===== config.mk =====
export PLATFORM = sky130hd
export DESIGN_NAME = sm3_block_compress_top
export DESIGN_NICKNAME = d
export VERILOG_FILES = /design/src/sv/sm3_pkg.sv /design/src/sv/sm3_msg_sched.sv /design/src/sv/sm3_round.sv /design/src/sv/sm3_block_compress_top.sv
export SDC_FILE = /design/constraint.sdc
export NUM_CORES = 2
export LEC_CHECK = 0
export ABC_AREA = 1
export BUFFER_PORTS_ARGS = -buffer_cell sky130_fd_sc_hd__buf_4
export CAP_MARGIN = 0
export CORE_MARGIN = 10
export CORE_UTILIZATION = 54
export DETAILED_ROUTE_END_ITERATION = 12
export PLACE_DENSITY = 0.72
export SETUP_SLACK_MARGIN = 0.3
export SYNTH_ARGS = -nofsm -noshare
export SYNTH_HDL_FRONTEND = slang
export SYNTH_SLANG_ARGS = --single-unit

===== constraint.sdc =====
create_clock -name i_clk -period 31.8 [get_ports i_clk]
set_input_delay 6.36 -clock i_clk [delete_from_list [all_inputs] [get_ports i_clk]]
set_output_delay 6.36 -clock i_clk [all_outputs]
set_load 0.1 [all_outputs]

===== src/sv/sm3_pkg.sv =====
// SM3 compression package: word and state types, constants, round functions.
// Used by sm3_msg_sched, sm3_round and sm3_block_compress_top. No dependencies.
`timescale 1ns / 1ps

package sm3_pkg;

    typedef logic [31:0] t_word;
    typedef logic [7:0][31:0] t_state8;
    typedef logic [15:0][31:0] t_window;

    // Control from the sequencer to the message schedule
    typedef struct packed {
        logic load;    // shift in an incoming message word
        logic expand;  // shift in the next expanded word
    } t_sched_ctl;

    localparam int WINDOW_DEPTH = 16;
    localparam int ROUNDS       = 64;
    localparam int DIGEST_WORDS = 8;

    localparam t_word T_LOW  = 32'h79CC4519;
    localparam t_word T_HIGH = 32'h7A879D8A;

    // Initial value, word A at index 0
    localparam t_state8 IV = {
        32'hB0FB0E4E, 32'hE38DEE4D, 32'h163138AA, 32'hA96F30BC,
        32'hDA8A0600, 32'h172442D7, 32'h4914B2B9, 32'h7380166F
    };

    // Rotate left by a constant amount in 1..31
    function automatic t_word rotl(input t_word x, input int n);
        rotl = (x << n) | (x >> (32 - n));
    endfunction

    function automatic t_word perm_p0(input t_word x);
        perm_p0 = x ^ rotl(x, 9) ^ rotl(x, 17);
    endfunction

    function automatic t_word perm_p1(input t_word x);
        perm_p1 = x ^ rotl(x, 15) ^ rotl(x, 23);
    endfunction

    // Round constant (T_LOW for rounds 0..15, else T_HIGH) rotated by the round index mod 32
    function automatic t_word round_const(input logic [5:0] j);
        logic [63:0] dbl;
        t_word       base;
        base = (j[5:4] == 2'b00) ? T_LOW : T_HIGH;
        dbl  = {base, base} << j[4:0];
        round_const = dbl[63:32];
    endfunction

endpackage


===== src/sv/sm3_msg_sched.sv =====
// SM3 message schedule: 16-word shift window, filled by input words and
// extended by one expanded word per round. Depends on sm3_pkg.
`timescale 1ns / 1ps

module sm3_msg_sched (
    input  logic                i_clk,
    input  sm3_pkg::t_sched_ctl i_ctl,
    input  sm3_pkg::t_word      i_word,
    output sm3_pkg::t_word      o_w,
    output sm3_pkg::t_word      o_wp
);

    sm3_pkg::t_window r_win;
    sm3_pkg::t_word   w_next;
    sm3_pkg::t_word   w_expand;

    // W[j+16] from the window, where r_win[0] holds W[j]
    assign w_expand = sm3_pkg::perm_p1(r_win[0] ^ r_win[7] ^ sm3_pkg::rotl(r_win[13], 15))
                    ^ sm3_pkg::rotl(r_win[3], 7) ^ r_win[10];

    assign w_next = i_ctl.load ? i_word : w_expand;

    // Shift the window toward index 0
    always_ff @(posedge i_clk) begin
        if (i_ctl.load || i_ctl.expand) begin
            r_win <= {w_next, r_win[sm3_pkg::WINDOW_DEPTH-1:1]};
        end
    end

    assign o_w  = r_win[0];
    assign o_wp = r_win[0] ^ r_win[4];

endmodule


===== src/sv/sm3_round.sv =====
// SM3 round unit: working registers A..H and the shared round datapath,
// one round per step. Depends on sm3_pkg.
`timescale 1ns / 1ps

module sm3_round (
    input  logic             i_clk,
    input  logic             i_start,
    input  logic             i_step,
    input  logic [5:0]       i_round,
    input  sm3_pkg::t_state8 i_init,
    input  sm3_pkg::t_word   i_w,
    input  sm3_pkg::t_word   i_wp,
    output sm3_pkg::t_state8 o_state
);

    sm3_pkg::t_state8 r_work;
    sm3_pkg::t_state8 n_work;
    sm3_pkg::t_word   a12, ss1, ss2, ff, gg, tt1, tt2;
    logic             early;

    // Round function
    always_comb begin
        early = (i_round[5:4] == 2'b00);
        a12   = sm3_pkg::rotl(r_work[0], 12);
        ss1   = sm3_pkg::rotl(a12 + r_work[4] + sm3_pkg::round_const(i_round), 7);
        ss2   = ss1 ^ a12;
        if (early) begin
            ff = r_work[0] ^ r_work[1] ^ r_work[2];
            gg = r_work[4] ^ r_work[5] ^ r_work[6];
        end else begin
            ff = (r_work[0] & r_work[1]) | (r_work[0] & r_work[2]) | (r_work[1] & r_work[2]);
            gg = (r_work[4] & r_work[5]) | (~r_work[4] & r_work[6]);
        end
        tt1 = ff + r_work[3] + ss2 + i_wp;
        tt2 = gg + r_work[7] + ss1 + i_w;
        n_work[0] = tt1;
        n_work[1] = r_work[0];
        n_work[2] = sm3_pkg::rotl(r_work[1], 9);
        n_work[3] = r_work[2];
        n_work[4] = sm3_pkg::perm_p0(tt2);
        n_work[5] = r_work[4];
        n_work[6] = sm3_pkg::rotl(r_work[5], 19);
        n_work[7] = r_work[6];
    end

    // Load from the chaining value or advance one round
    always_ff @(posedge i_clk) begin
        if (i_start) begin
            r_work <= i_init;
        end else if (i_step) begin
            r_work <= n_work;
        end
    end

    assign o_state = r_work;

endmodule


===== src/sv/sm3_block_compress_top.sv =====
// SM3 block compression top: input gather, round sequencer, chaining value
// and digest output. Depends on sm3_pkg, sm3_msg_sched and sm3_round.
`timescale 1ns / 1ps
//
//  channel | direction | handshake               | payload
//  --------+-----------+-------------------------+---------------------------------------
//  input   | in        | i_in_valid / o_in_ready | i_message_word, i_new_message
//  output  | out       | o_out_valid/ i_out_ready| o_digest_word, o_word_index, o_last
//
//  Words 1..16 of a block are taken one per cycle while i_in_valid is high.
//  After the 16th word the round unit runs the 64 rounds, one per cycle, then
//  S_FINAL folds the result into the chaining value, and eight digest words
//  follow, one per taken cycle.
//  Input is not ready from the 16th word until the last digest word is taken.
//  Reset loads the initial value and clears the word and round counters.

module sm3_block_compress_top (
    input  logic        i_clk,
    input  logic        i_rst_n,
    input  logic        i_in_valid,
    output logic        o_in_ready,
    input  logic [31:0] i_message_word,
    input  logic        i_new_message,
    output logic        o_out_valid,
    input  logic        i_out_ready,
    output logic [31:0] o_digest_word,
    output logic [2:0]  o_word_index,
    output logic        o_last
);

    localparam logic [1:0] S_LOAD  = 2'd0;
    localparam logic [1:0] S_ROUND = 2'd1;
    localparam logic [1:0] S_FINAL = 2'd2;
    localparam logic [1:0] S_OUT   = 2'd3;

    logic [1:0]          r_state, n_state;
    logic [3:0]          r_count, n_count;
    logic [5:0]          r_round, n_round;
    logic [2:0]          r_idx, n_idx;
    sm3_pkg::t_state8    r_chain, n_chain;
    sm3_pkg::t_state8    w_work;
    sm3_pkg::t_state8    w_init;
    sm3_pkg::t_word      w_w, w_wp;
    sm3_pkg::t_sched_ctl sched_ctl;
    logic                in_acc, out_acc, block_done, start, step;

    assign in_acc     = i_in_valid && o_in_ready;
    assign out_acc    = o_out_valid && i_out_ready;
    assign block_done = in_acc && !i_new_message && (r_count == 4'd15);
    assign start      = block_done;
    assign step       = (r_state == S_ROUND);
    assign w_init     = r_chain;

    assign sched_ctl.load   = in_acc;
    assign sched_ctl.expand = step;

    sm3_msg_sched u_sched (
        .i_clk  (i_clk),
        .i_ctl  (sched_ctl),
        .i_word (i_message_word),
        .o_w    (w_w),
        .o_wp   (w_wp)
    );

    sm3_round u_round (
        .i_clk   (i_clk),
        .i_start (start),
        .i_step  (step),
        .i_round (r_round),
        .i_init  (w_init),
        .i_w     (w_w),
        .i_wp    (w_wp),
        .o_state (w_work)
    );

    // Sequencer and chaining value
    always_comb begin
        n_state = r_state;
        n_count = r_count;
        n_round = r_round;
        n_idx   = r_idx;
        n_chain = r_chain;
        unique case (r_state)
            S_LOAD: begin
                if (in_acc) begin
                    if (i_new_message) begin
                        n_chain = sm3_pkg::IV;
                        n_count = 4'd1;
                    end else if (r_count == 4'd15) begin
                        n_count = 4'd0;
                        n_round = 6'd0;
                        n_state = S_ROUND;
                    end else begin
                        n_count = r_count + 4'd1;
                    end
                end
            end
            S_ROUND: begin
                n_round = r_round + 6'd1;
                if (r_round == 6'(sm3_pkg::ROUNDS - 1)) begin
                    n_state = S_FINAL;
                end
            end
            S_FINAL: begin
                n_chain = r_chain ^ w_work;
                n_idx   = 3'd0;
                n_state = S_OUT;
            end
            S_OUT: begin
                if (out_acc) begin
                    n_idx = r_idx + 3'd1;
                    if (r_idx == 3'(sm3_pkg::DIGEST_WORDS - 1)) begin
                        n_state = S_LOAD;
                    end
                end
            end
            default: n_state = S_LOAD;
        endcase
    end

    always_ff @(posedge i_clk) begin
        if (!i_rst_n) begin
            r_state <= S_LOAD;
            r_count <= 4'd0;
            r_round <= 6'd0;
            r_idx   <= 3'd0;
            r_chain <= sm3_pkg::IV;
        end else begin
            r_state <= n_state;
            r_count <= n_count;
            r_round <= n_round;
            r_idx   <= n_idx;
            r_chain <= n_chain;
        end
    end

    // Drive the handshakes and the digest word
    assign o_in_ready    = (r_state == S_LOAD);
    assign o_out_valid   = (r_state == S_OUT);
    assign o_digest_word = r_chain[r_idx];
    assign o_word_index  = r_idx;
    assign o_last        = (r_idx == 3'(sm3_pkg::DIGEST_WORDS - 1));

    // Checks
    a_no_overlap: assert property (@(posedge i_clk) disable iff (!i_rst_n)
        !(o_in_ready && o_out_valid))
        else $error("input ready while digest is pending");

    a_last_returns: assert property (@(posedge i_clk) disable iff (!i_rst_n)
        (out_acc && o_last) |=> o_in_ready)
        else $error("block did not return to load after last digest word");

    a_round_end: assert property (@(posedge i_clk) disable iff (!i_rst_n)
        (r_state == S_ROUND && r_round == 6'(sm3_pkg::ROUNDS - 1)) |=> (r_state == S_FINAL))
        else $error("round sequencer overran");

    a_block_start: assert property (@(posedge i_clk) disable iff (!i_rst_n)
        block_done |=> (r_state == S_ROUND && r_round == 6'd0 && r_count == 4'd0))
        else $error("rounds did not start after sixteenth word");

endmodule

==> flow_summary.json <==
{
  "synth_top_area_share_pct": 41.8,
  "swShare_pct": 27.6,
  "path_max_fanout": 192,
  "max_slew_margin_pct": 13.5,
  "cts_resized": 0,
  "stdcell_count": 7281,
  "yosys_most_used_dff": "edfxtp_1",
  "power_frac_comb_pct": 13.8,
  "place_area_um2": 57000,
  "switchingPower_uw": 904,
  "timing.final.max_slew_violations": 0,
  "ys_top_cells_by_area": "edfxtp_1, dfxtp_1, nand2_1",
  "critPathLaunchType": "input port",
  "rows": 117,
  "max_freq_mhz": 95.0,
  "fin_area_um2": 60500,
  "yosysMostFrequentCell": "nand2_1",
  "final_layout_size_suffix_gt1_share_pct": 6.07,
  "synth_common_cells": "nand2_1, inv_1, edfxtp_1",
  "cts.sinks": 1039,
  "detail-route-antenna-nets": 0,
  "worst_hold_startpoint": "u_sched.r_win[256]",
  "first_pass_iters": 8,
  "drtIter0Drc": 5855,
  "start_util_pct": 54.3,
  "grt_pass1_vias": 39600,
  "report.final.hold_viol_count": 0,
  "setup_viol": 0,
  "whs_ns": 0.396,
  "overflow": 0,
  "dieWidth_um": 340,
  "ioPinCount": 75,
  "cts_buffers": 107,
  "path_cells": "buf_4 > nand2_2 > nand2_4 > buf_4 > buf_4 > buf_12",
  "cp_slowest_stage_delay_ns": 1.06,
  "power.share.sequential_pct": 47.7,
  "pwr-share-clk_pct": 38.6,
  "required_ns": 32.13,
  "cpMaxStageDelayCell": "nand2_4",
  "grt_pass1_wl_um": 265000,
  "track_usage_pct": 31.0,
  "critPathArrivalTime_ns": 10.86,
  "dp_slack_ns": 20.50,
  "clkLatencyLatePin_ns": 0.73,
  "final-seq-area_um2": 28500,
  "setup.worst_path.start": "i_in_valid",
  "fin_setup_tns_ns": 0,
  "dpl.hpwl_um": 137000,
  "place_congestion": 1.01,
  "synth_edf_count": 768,
  "ys_warn_count": 0,
  "rr_startpoint": "r_round[4]",
  "syn_avg_cell_area_um2": 9.50,
  "status": "complete, no violations",
  "dieArea_um2": 115000,
  "cts_hold_buf": 0,
  "synthesis.area_um2": 55200,
  "route.detailed.drc": 0,
  "area_delta_synth_final_pct": 9.70,
  "coreArea_um2": 102000,
  "cts_setup_buffers": 0,
  "fin_crit_sh_pct": 33.1,
  "wl_per_cell_um": 25.3,
  "cts_tree": "yes",
  "fin_skew_ns": 0.0483,
  "worst_pin_slew_ns": 1.30,
  "irDropWorstVdd_uv": 62.2,
  "fin_util_pct": 59.6,
  "clock_path_buffers": 3,
  "fillers": 8598,
  "finalNetCount": 6151,
  "leakage_nw": 25.4,
  "intPower_mw": 2.38,
  "htree_levels": 3,
  "ys_ff_latch": 1039,
  "synthesis.nets": 6137,
  "multiInputGateArea_um2": 22800,
  "power_density_nw_per_um2": 54.2,
  "via_per_inst": 5.88,
  "antennaDiodeCount": 0,
  "maxCapViolations": 0,
  "endpoint_kind": "register",
  "fin_ws_ns": 21.27,
  "path_clk_slew_ns": 0.06,
  "yosys.area.top_type": "edfxtp_1",
  "seq_area_frac_synth_pct": 51.6,
  "routed_wl_um": 184000,
  "synthArstFlopShare_pct": 0,
  "cts_root_buffer": "clkbuf_16",
  "period_needed_ns": 10.53,
  "critical_path_class": "input port to register",
  "vias": 42800,
  "rsz0062_at_grt": "false",
  "fp.dieH_um": 340,
  "crit_path_frequent_cell": "buf_4",
  "hp-class": "register to register",
  "totalPowerFinal_mw": 3.28,
  "syn-instance-count": 5807,
  "synth_cell_types": 56,
  "placed_cells": 7080,
  "antenna_found_initial": 3,
  "port_buffers": 74,
  "grt_max_degree": 193
}
## area by class of cell
class	instances	share of cell area, %
clock buffers	147	4.96
inverters	813	5.07
multi-input cells	3741	37.7
flip-flops and latches	1039	47.1
clock inverters	54	0.893
well taps	1368	2.83
repair buffers	119	1.52
## flip-flops by register name, indices dropped and copies added (netlist names)
| register | cells |
|---|---|
| o_word_index | 3 |
| r_chain | 256 |
| r_count | 4 |
| r_round | 6 |
| r_state | 2 |
| u_round.o_state | 256 |
| u_sched.o_w | 32 |
| u_sched.r_win | 480 |
## kinds of logic after synthesis
group,count (synthesis),share of synthesized area [%]
fa+ha+maj,293,9.20
simple gates,1785,13.6
mux,24,0.435
flops,1039,51.6
buf+inv,1027,7.11
xor+xnor,324,5.26
compound gates,1315,12.7
## worst paths after layout
kind / to / slack (ns) / cells past startpoint
worst max-delay path: u_sched.r_win[276] / 21.27 / 6
worst max register to register: u_round.o_state[29] / 21.52 / 38
worst min register to register: u_sched.r_win[224] / 0.40 / 0
worst min-delay path: u_sched.r_win[224] / 0.40 / 0
## cell usage in the layout (no fill, tap or decap), types with 117 or more instances in the layout
cell type	Yosys	final
nand2_1	1174	1171
inv_1	804	804
edfxtp_1	768	768
o21ai_0	742	742
nand3_1	357	357
a21oi_1	348	348
dfxtp_1	271	269
xor2_1	247	247
fa_1	188	188
nor2_1	126	126
buf_4	1	117
## power by group through the flow
stage	Sequential [mW]	Clock [mW]	Combinational, mW
6_report	1.56	1.27	0.452
5_1_grt	1.57	1.33	0.491
4_1_cts	1.56	1.28	0.443
3_5_place_dp	1.59	0	0.439
3_3_place_gp	1.59	0	0.432
2_1_floorplan	1.59	0	0.290
## metal layers
metal | global-route usage, % | vias to the layer above | share of wire, %
li1 | - | 19500 | -
met1 | 42.7 | 20500 | 40
met2 | 44.0 | 2409 | 42
met3 | 7.25 | 410 | 11
met4 | 18.8 | 4 | 7.0
met5 | 0 | - | 0.013
## worst max-delay path, delay by kind of cell
kind,cells,cell delay [ns]
AND/OR/NAND/NOR,2,1.60
buffers and inverters,4,2.63
(Power assumes the default switching activity.)
